## config.mk

```make
export PLATFORM = sky130hd
export DESIGN_NAME = sha1_message_digest
export DESIGN_NICKNAME = d
export VERILOG_FILES = /design/src/rtl/sha1md_pkg.sv /design/src/rtl/sha1_message_digest.sv
export SDC_FILE = /design/constraint.sdc
export NUM_CORES = 2
export LEC_CHECK = 0
export BUFFER_PORTS_ARGS = -buffer_cell sky130_fd_sc_hd__buf_2
export CAP_MARGIN = 20
export CORE_ASPECT_RATIO = 0.9
export CORE_UTILIZATION = 31
export DETAILED_ROUTE_END_ITERATION = 12
export GPL_ROUTABILITY_DRIVEN = 1
export PLACE_DENSITY = 0.56
export REMOVE_ABC_BUFFERS = 1
export SYNTH_ARGS = -nofsm -noshare
export SYNTH_HDL_FRONTEND = slang
export SYNTH_SLANG_ARGS = --single-unit
```

## constraint.sdc

```tcl
create_clock -name clk -period 29.4 [get_ports clk]
set_clock_uncertainty 0.2 [all_clocks]
set_input_delay 5.88 -clock clk [delete_from_list [all_inputs] [get_ports clk]]
set_output_delay 5.88 -clock clk [all_outputs]
set_load 0.005 [all_outputs]
```

## src/rtl/sha1md_pkg.sv

```systemverilog
`default_nettype none

package sha1md_pkg;

  localparam int unsigned LENGTH_BITS_DEFAULT = 64;
  localparam int unsigned BLOCK_WORDS         = 16;
  localparam int unsigned ROUND_COUNT         = 80;
  localparam int unsigned ROUNDS_PER_STAGE    = ROUND_COUNT / 4;

  localparam logic [31:0] INIT_H [5] = '{
    32'h6745_2301, 32'hefcd_ab89, 32'h98ba_dcfe, 32'h1032_5476, 32'hc3d2_e1f0
  };

  localparam logic [31:0] ROUND_K [4] = '{
    32'h5a82_7999, 32'h6ed9_eba1, 32'h8f1b_bcdc, 32'hca62_c1d6
  };

  // padding marker when it opens a fresh word
  localparam logic [31:0] PAD_MARKER_WORD = 32'h8000_0000;
  localparam logic [7:0]  PAD_MARKER_BYTE = 8'h80;

  typedef struct packed {
    logic [31:0] data_word;
    logic [2:0]  byte_count;
    logic        last;
  } msg_word_t;

  typedef struct packed {
    logic [31:0] digest_h0;
    logic [31:0] digest_h1;
    logic [31:0] digest_h2;
    logic [31:0] digest_h3;
    logic [31:0] digest_h4;
  } digest_t;

  typedef enum logic [2:0] {
    ST_IDLE,
    ST_PAD,
    ST_ROUNDS,
    ST_UPDATE,
    ST_DIGEST
  } state_t;

endpackage

`default_nettype wire

```

## src/rtl/sha1_message_digest.sv

```systemverilog
// SHA-1 digest engine, one 32-bit big-endian message word per transaction.
//
// Input channel (item_valid / item_stall / item): data_word carries message
// bytes, first byte in bits 31..24. byte_count gives the valid bytes (0 to 4,
// values above 4 count as 4); it only matters on the transaction with last set.
// item_stall is high whenever the engine is busy: it takes one word at a time.
// The 16th word of a block starts compression: 80 rounds on the single round
// unit, then the chaining update, with item_stall high throughout.
// Last word: padding words are pushed one per cycle, then one or two blocks
// are compressed, depending on how full the block was, before digest_valid rises.
// Output channel (digest_valid / digest_stall / digest): one transaction per
// message, holding h0..h4. The digest sits in its own register; the engine
// keeps taking words of the next message while it waits, and only holds off
// writing the next digest until the previous one has been taken.
// Reset (rst, synchronous) loads the standard initial chaining words and
// clears the fill count, bit length and output valid.
`default_nettype none

module sha1_message_digest #(
  parameter int unsigned LENGTH_BITS = sha1md_pkg::LENGTH_BITS_DEFAULT
) (
  input  logic                 clk,
  input  logic                 rst,
  input  logic                 item_valid,
  output logic                 item_stall,
  input  sha1md_pkg::msg_word_t item,
  output logic                 digest_valid,
  input  logic                 digest_stall,
  output sha1md_pkg::digest_t  digest
);
  import sha1md_pkg::*;

  state_t state, state_next;

  // chaining words and working variables
  logic [31:0] h [5];
  logic [31:0] a, b, c, d, e;

  // block buffer as a shift line: wbuf[0] is the oldest word / current round word
  logic [31:0] wbuf [BLOCK_WORDS];
  logic [3:0]  fill;
  logic [6:0]  round_idx;
  logic [LENGTH_BITS-1:0] msg_len;
  logic        padding;   // message ended, padding in progress
  logic        len_sent;  // upper length word already pushed
  logic        pend;      // full 0x80 marker word still to push

  // control from the sequencer
  logic        accept;
  logic        push_en;
  logic [31:0] push_word;
  logic        digest_load;

  logic [2:0]  count_sat;
  logic [31:0] last_word;
  logic [LENGTH_BITS-1:0] len_add;
  logic [63:0] len64;

  // round unit
  logic [31:0] f, k, t, w_new;

  assign item_stall = (state != ST_IDLE);
  assign accept     = item_valid && !item_stall;

  assign count_sat = (item.byte_count > 3'd4) ? 3'd4 : item.byte_count;
  assign len_add   = item.last ? LENGTH_BITS'({count_sat, 3'b000})
                               : LENGTH_BITS'(6'd32);
  assign len64     = 64'(msg_len);

  // last word: keep the valid bytes and place the marker right after them
  always_comb begin
    case (count_sat)
      3'd0:    last_word = PAD_MARKER_WORD;
      3'd1:    last_word = {item.data_word[31:24], PAD_MARKER_BYTE, 16'h0000};
      3'd2:    last_word = {item.data_word[31:16], PAD_MARKER_BYTE, 8'h00};
      3'd3:    last_word = {item.data_word[31:8], PAD_MARKER_BYTE};
      default: last_word = item.data_word;
    endcase
  end

  // sequencer
  always_comb begin
    state_next  = state;
    push_en     = 1'b0;
    push_word   = '0;
    digest_load = 1'b0;
    unique case (state)
      ST_IDLE: begin
        if (item_valid) begin
          push_en   = 1'b1;
          push_word = item.last ? last_word : item.data_word;
          if (fill == 4'd15) begin
            state_next = ST_ROUNDS;
          end else if (item.last) begin
            state_next = ST_PAD;
          end
        end
      end
      ST_PAD: begin
        push_en = 1'b1;
        if (pend) begin
          push_word = PAD_MARKER_WORD;
        end else if (fill == 4'd14) begin
          push_word = len64[63:32];
        end else if (fill == 4'd15 && len_sent) begin
          push_word = len64[31:0];
        end
        if (fill == 4'd15) begin
          state_next = ST_ROUNDS;
        end
      end
      ST_ROUNDS: begin
        if (round_idx == 7'(ROUND_COUNT - 1)) begin
          state_next = ST_UPDATE;
        end
      end
      ST_UPDATE: begin
        if (!padding) begin
          state_next = ST_IDLE;
        end else if (len_sent) begin
          state_next = ST_DIGEST;
        end else begin
          state_next = ST_PAD;
        end
      end
      ST_DIGEST: begin
        if (!digest_valid || !digest_stall) begin
          digest_load = 1'b1;
          state_next  = ST_IDLE;
        end
      end
      default: state_next = ST_IDLE;
    endcase
  end

  always_ff @(posedge clk) begin
    if (rst) begin
      state <= ST_IDLE;
    end else begin
      state <= state_next;
    end
  end

  // round function and constant by stage
  always_comb begin
    if (round_idx < 7'(ROUNDS_PER_STAGE)) begin
      f = (b & c) | (~b & d);
      k = ROUND_K[0];
    end else if (round_idx < 7'(2 * ROUNDS_PER_STAGE)) begin
      f = b ^ c ^ d;
      k = ROUND_K[1];
    end else if (round_idx < 7'(3 * ROUNDS_PER_STAGE)) begin
      f = (b & c) | (b & d) | (c & d);
      k = ROUND_K[2];
    end else begin
      f = b ^ c ^ d;
      k = ROUND_K[3];
    end
  end

  assign t = {a[26:0], a[31:27]} + f + e + wbuf[0] + k;

  // schedule: w[t+16] from w[t+13], w[t+8], w[t+2], w[t]
  logic [31:0] w_mix;
  assign w_mix = wbuf[13] ^ wbuf[8] ^ wbuf[2] ^ wbuf[0];
  assign w_new = {w_mix[30:0], w_mix[31]};

  // control registers
  always_ff @(posedge clk) begin
    if (rst) begin
      for (int i = 0; i < 5; i++) begin
        h[i] <= INIT_H[i];
      end
      fill         <= '0;
      round_idx    <= '0;
      msg_len      <= '0;
      padding      <= 1'b0;
      len_sent     <= 1'b0;
      pend         <= 1'b0;
      digest_valid <= 1'b0;
    end else begin
      if (push_en) begin
        fill <= fill + 4'd1;
      end
      if (push_en && fill == 4'd15) begin
        round_idx <= '0;
      end else if (state == ST_ROUNDS) begin
        round_idx <= round_idx + 7'd1;
      end
      if (accept) begin
        msg_len <= msg_len + len_add;
        if (item.last) begin
          padding <= 1'b1;
          pend    <= (count_sat == 3'd4);
        end
      end
      if (state == ST_PAD) begin
        if (pend) begin
          pend <= 1'b0;
        end else if (fill == 4'd14) begin
          len_sent <= 1'b1;
        end
      end
      if (state == ST_UPDATE) begin
        h[0] <= h[0] + a;
        h[1] <= h[1] + b;
        h[2] <= h[2] + c;
        h[3] <= h[3] + d;
        h[4] <= h[4] + e;
      end
      if (digest_load) begin
        for (int i = 0; i < 5; i++) begin
          h[i] <= INIT_H[i];
        end
        msg_len  <= '0;
        padding  <= 1'b0;
        len_sent <= 1'b0;
      end
      if (digest_load) begin
        digest_valid <= 1'b1;
      end else if (!digest_stall) begin
        digest_valid <= 1'b0;
      end
    end
  end

  // payload: buffer, working variables, digest register
  always_ff @(posedge clk) begin
    if (push_en || state == ST_ROUNDS) begin
      for (int j = 0; j < BLOCK_WORDS - 1; j++) begin
        wbuf[j] <= wbuf[j+1];
      end
      wbuf[BLOCK_WORDS-1] <= push_en ? push_word : w_new;
    end
    if (push_en && fill == 4'd15) begin
      a <= h[0];
      b <= h[1];
      c <= h[2];
      d <= h[3];
      e <= h[4];
    end else if (state == ST_ROUNDS) begin
      e <= d;
      d <= c;
      c <= {b[1:0], b[31:2]};
      b <= a;
      a <= t;
    end
    if (digest_load) begin
      digest.digest_h0 <= h[0];
      digest.digest_h1 <= h[1];
      digest.digest_h2 <= h[2];
      digest.digest_h3 <= h[3];
      digest.digest_h4 <= h[4];
    end
  end

`ifndef SYNTHESIS
  // a block always starts compressing from an empty buffer count
  a_rounds_fill: assert property (@(posedge clk) disable iff (rst)
    state == ST_ROUNDS |-> fill == 4'd0)
    else $error("fill count not wrapped during compression");

  a_round_range: assert property (@(posedge clk) disable iff (rst)
    state == ST_ROUNDS |-> round_idx < 7'(ROUND_COUNT))
    else $error("round counter out of range");

  a_digest_src: assert property (@(posedge clk) disable iff (rst)
    $rose(digest_valid) |-> $past(state) == ST_DIGEST)
    else $error("digest raised outside the digest state");

  a_len_in_pad: assert property (@(posedge clk) disable iff (rst)
    len_sent |-> padding && !pend)
    else $error("length pushed outside padding");
`endif

endmodule

`default_nettype wire
```

==> impl_metrics.tcl <==
set metrics [dict create \
    synth-adder-area-share 0.09844 \
    powerDensity_nw_per_um2 118.8 \
    areaGrowthSynthToFinish_pct 14.67 \
    layout-drive-gt1-share 0.1047 \
    synth_compound_area_frac 0.09846 \
    dpl_cell_area_um2 54490 \
    drv_cap 0 \
    die_w_um 429.2 \
    multi_input_area_um2 18130 \
    regArea_um2 31370 \
    start_util 0.3136 \
    nFillCells 15769 \
    synth-edff-count 992 \
    synth_area_um2 50920 \
    crit_cells 7 \
    cts_root_buffer "clkbuf_16" \
    r2r_setup_slack_ns 21.42 \
    tns_ns 0 \
    yosys.area_share.simple 0.1016 \
    crit_path_end_kind "flip-flop" \
    core_um2 162400 \
    synth_mux_area_frac 0.008256 \
    worst_slew_pin_slew_ns 1.166 \
    max_stage_delay_ns 0.82 \
    ys_warn_count 0 \
    place_hpwl_um 93480 \
    synth_top_family_by_area "simple AND/OR/NAND/NOR gates" \
    antenna_found_initial 3 \
    outcome "finished clean" \
    cts_buffers 114 \
    hold_class "flip-flop to flip-flop" \
    critPathRequiredTime_ns 29.54 \
    crit_chain "buf_2 -> a21oi_4 -> or2_2 -> buf_4 -> nand2b_4 -> buf_4 -> buf_4" \
    path_buf_inv 4 \
    synth.top_cell.area_share 0.5850 \
    syn_inst 4027 \
    routabilityCongestion 0.9317 \
    async_flop_share 0 \
    crit_type "input port to flip-flop" \
    tritoncts "done" \
    firstDrtPassIters 5 \
    top_level_ports 202 \
    viasPerCell 4.901 \
    p_leak_uw 0.02178 \
    drc 0 \
    synth_top_cell_by_area "edfxtp_1" \
    final_area_um2 58390 \
    timing.final.crit_share 0.3291 \
    dieArea_um2 165900 \
    cts_num_sinks 1071 \
    synthTopCellsByArea "edfxtp_1, fa_1, ha_1" \
    synth.distinct_cells 80 \
    grt_start_max_net_pins 195 \
    grt_pass1_vias 30771 \
    clock.fmax_ghz 0.1034 \
    reg2reg_to "a[28]" \
    antenna_cells 0 \
    grt_pass1_wl_um 193600 \
    setup_viol 0 \
    drtIter0Drc 2922 \
    clockBufferDepth 3 \
    cp_slowest_cell "buf_4" \
    whs_ns 0.2069 \
    clk_pin_slew_ns 0.06 \
    rsz0062_at_grt "no" \
    port_buffers 201 \
    period_needed_ns 9.674 \
    synth.avg_cell_area_um2 12.64 \
    crit_top_cell "buf_4" \
    grt_overflow_total 0 \
    track_usage 0.1539 \
    clk_latency_ns 0.75 \
    critPathArrivalTime_ns 9.81 \
    vias 31836 \
    wl_um 130400 \
    yosys.area_share.xor_xnor 0.04799 \
    hold_buffers 0 \
    nets 4634 \
    rows 140 \
    drv_slew 0 \
    ir_drop_mv 0.1214 \
    worstPathMaxFanout 64 \
    post_cts_buffers 0 \
    post_cts_resized 0 \
    die_h_um 386.5 \
    slew_headroom 0.2228 \
    wl_per_cell_um 20.07 \
    seq_area_frac_synth 0.6161 \
    start_kind "input port" \
    setup.worst_path.end "h[0][123]" \
    reg2reg_from "round_idx[4]" \
    ys.flop_type "edfxtp_1" \
    hp-start "wbuf[0][56]" \
    ys_seq_elements 1071 \
    reg2reg_depth 21 \
    drtAntennaViolNets 0 \
    crit_family "buffers and inverters" \
    hold_viol 0 \
    startpoint "digest_stall" \
    htree_levels 3 \
]
-- worst register-to-register path, stage by stage (launching register included) --
cell,delay (ns)
dfxtp_1,0.38
a41oi_1,0.40
nand2_1,0.09
buf_4,0.25
nand2_1,0.33
buf_4,0.36
clkinv_1,0.20
buf_4,0.26
a221oi_1,0.57
fa_1,0.55
fa_1,0.42
fa_1,0.55
inv_1,0.06
ha_1,0.30
a211oi_1,0.31
nor4_1,0.13
nor3_1,0.65
o2111ai_1,0.23
a221oi_1,0.84
o21ai_0,0.26
or3_1,0.40
nand3_1,0.09
-- layout by cell type (no fill, tap or decap), drive strengths merged, types with 42 or more instances in the layout --
cell / netlist / final
a21o: 72 / 72
nor2: 256 / 256
nand2: 549 / 549
clkbuf: 91 / 130
clkinv: 2 / 59
nor3: 50 / 50
xnor2: 131 / 131
ha: 199 / 199
edfxtp: 992 / 992
dfxtp: 79 / 79
fa: 126 / 126
nand3: 70 / 70
a21oi: 234 / 234
o21ai: 188 / 188
inv: 281 / 284
xor2: 148 / 148
mux2i: 42 / 42
buf: 16 / 232
-- sequential cells by signal (all words and copies together), names as in the netlist, 61 cells and up --
signal,flops
h,160
wbuf,512
digest,160
len64,61
-- power by group --
part | internal, uW | switching, uW
registers | 2480 | 265
logic | 1080 | 1640
clock network | 845 | 626
total | 4400 | 2530
-- kinds of logic after synthesis --
kind of cell | after synthesis
flip-flops | 1071
buffers and inverters | 390
adder cells (fa/ha/maj) | 325
AO/OA/AOI/OAI | 779
XOR/XNOR | 279
AND/OR/NAND/NOR | 1141
multiplexers | 42
-- metal layers --
metal  wire, um  vias up  share of wire  track usage
met3       6645      195          0.051      0.02387
li1           -    15113              -            -
met2      59140      903           0.45       0.2425
met1      60440    15625           0.46       0.2163
met4       4150        0          0.032      0.04881
met5          0        -              0            0
-- synthesized netlist by cell type, types with 42 or more instances --
cell type	count
fa_1	126
mux2i_1	42
ha_1	199
nand3_1	69
edfxtp_1	992
clkbuf_1	91
nand2_1	548
nor3_1	49
inv_1	281
xnor2_1	131
nor2_1	256
dfxtp_1	79
o21ai_0	188
xor2_1	148
a21oi_1	234
a21o_1	71
-- layout make-up --
cell class,count,share of cell area
Sequential cell,1071,0.5373
Multi-Input combinational cell,2566,0.3106
Clock buffer,129,0.05036
Tap cell,2130,0.04564
Timing Repair Buffer,233,0.02263
Inverter,283,0.01819
Clock inverter,84,0.01534
-- stage by stage --
| step | instances | util | power, uW | setup WS [ns] |
|---|---|---|---|---|
| 3_5_place_dp | 6280 | 0.3356 | 5463 | 18.99 |
| 6_report | 6496 | 0.3596 | 6937 | 19.73 |
| 2_1_floorplan | 3920 | - | 4978 | 7.114 |
| 3_3_place_gp | 6280 | 0.3356 | 5422 | 19.06 |
| 5_1_grt | 6496 | 0.3596 | 7445 | 19.52 |
| 4_1_cts | 6493 | 0.3592 | 6986 | 19.76 |
-- how the worst min path moves through the flow --
stage	to	slack, ns	depth (start not counted)
finish	wbuf[0][24]	0.21	0
global route	wbuf[0][24]	0.21	0
CTS	wbuf[1][110]	0.20	0
detailed placement	wbuf[0][110]	0.20	0
global placement	wbuf[1][173]	0.20	0
floorplan	wbuf[0][0]	0.20	0
No activity file was read; power rests on OpenSTA's default activity.
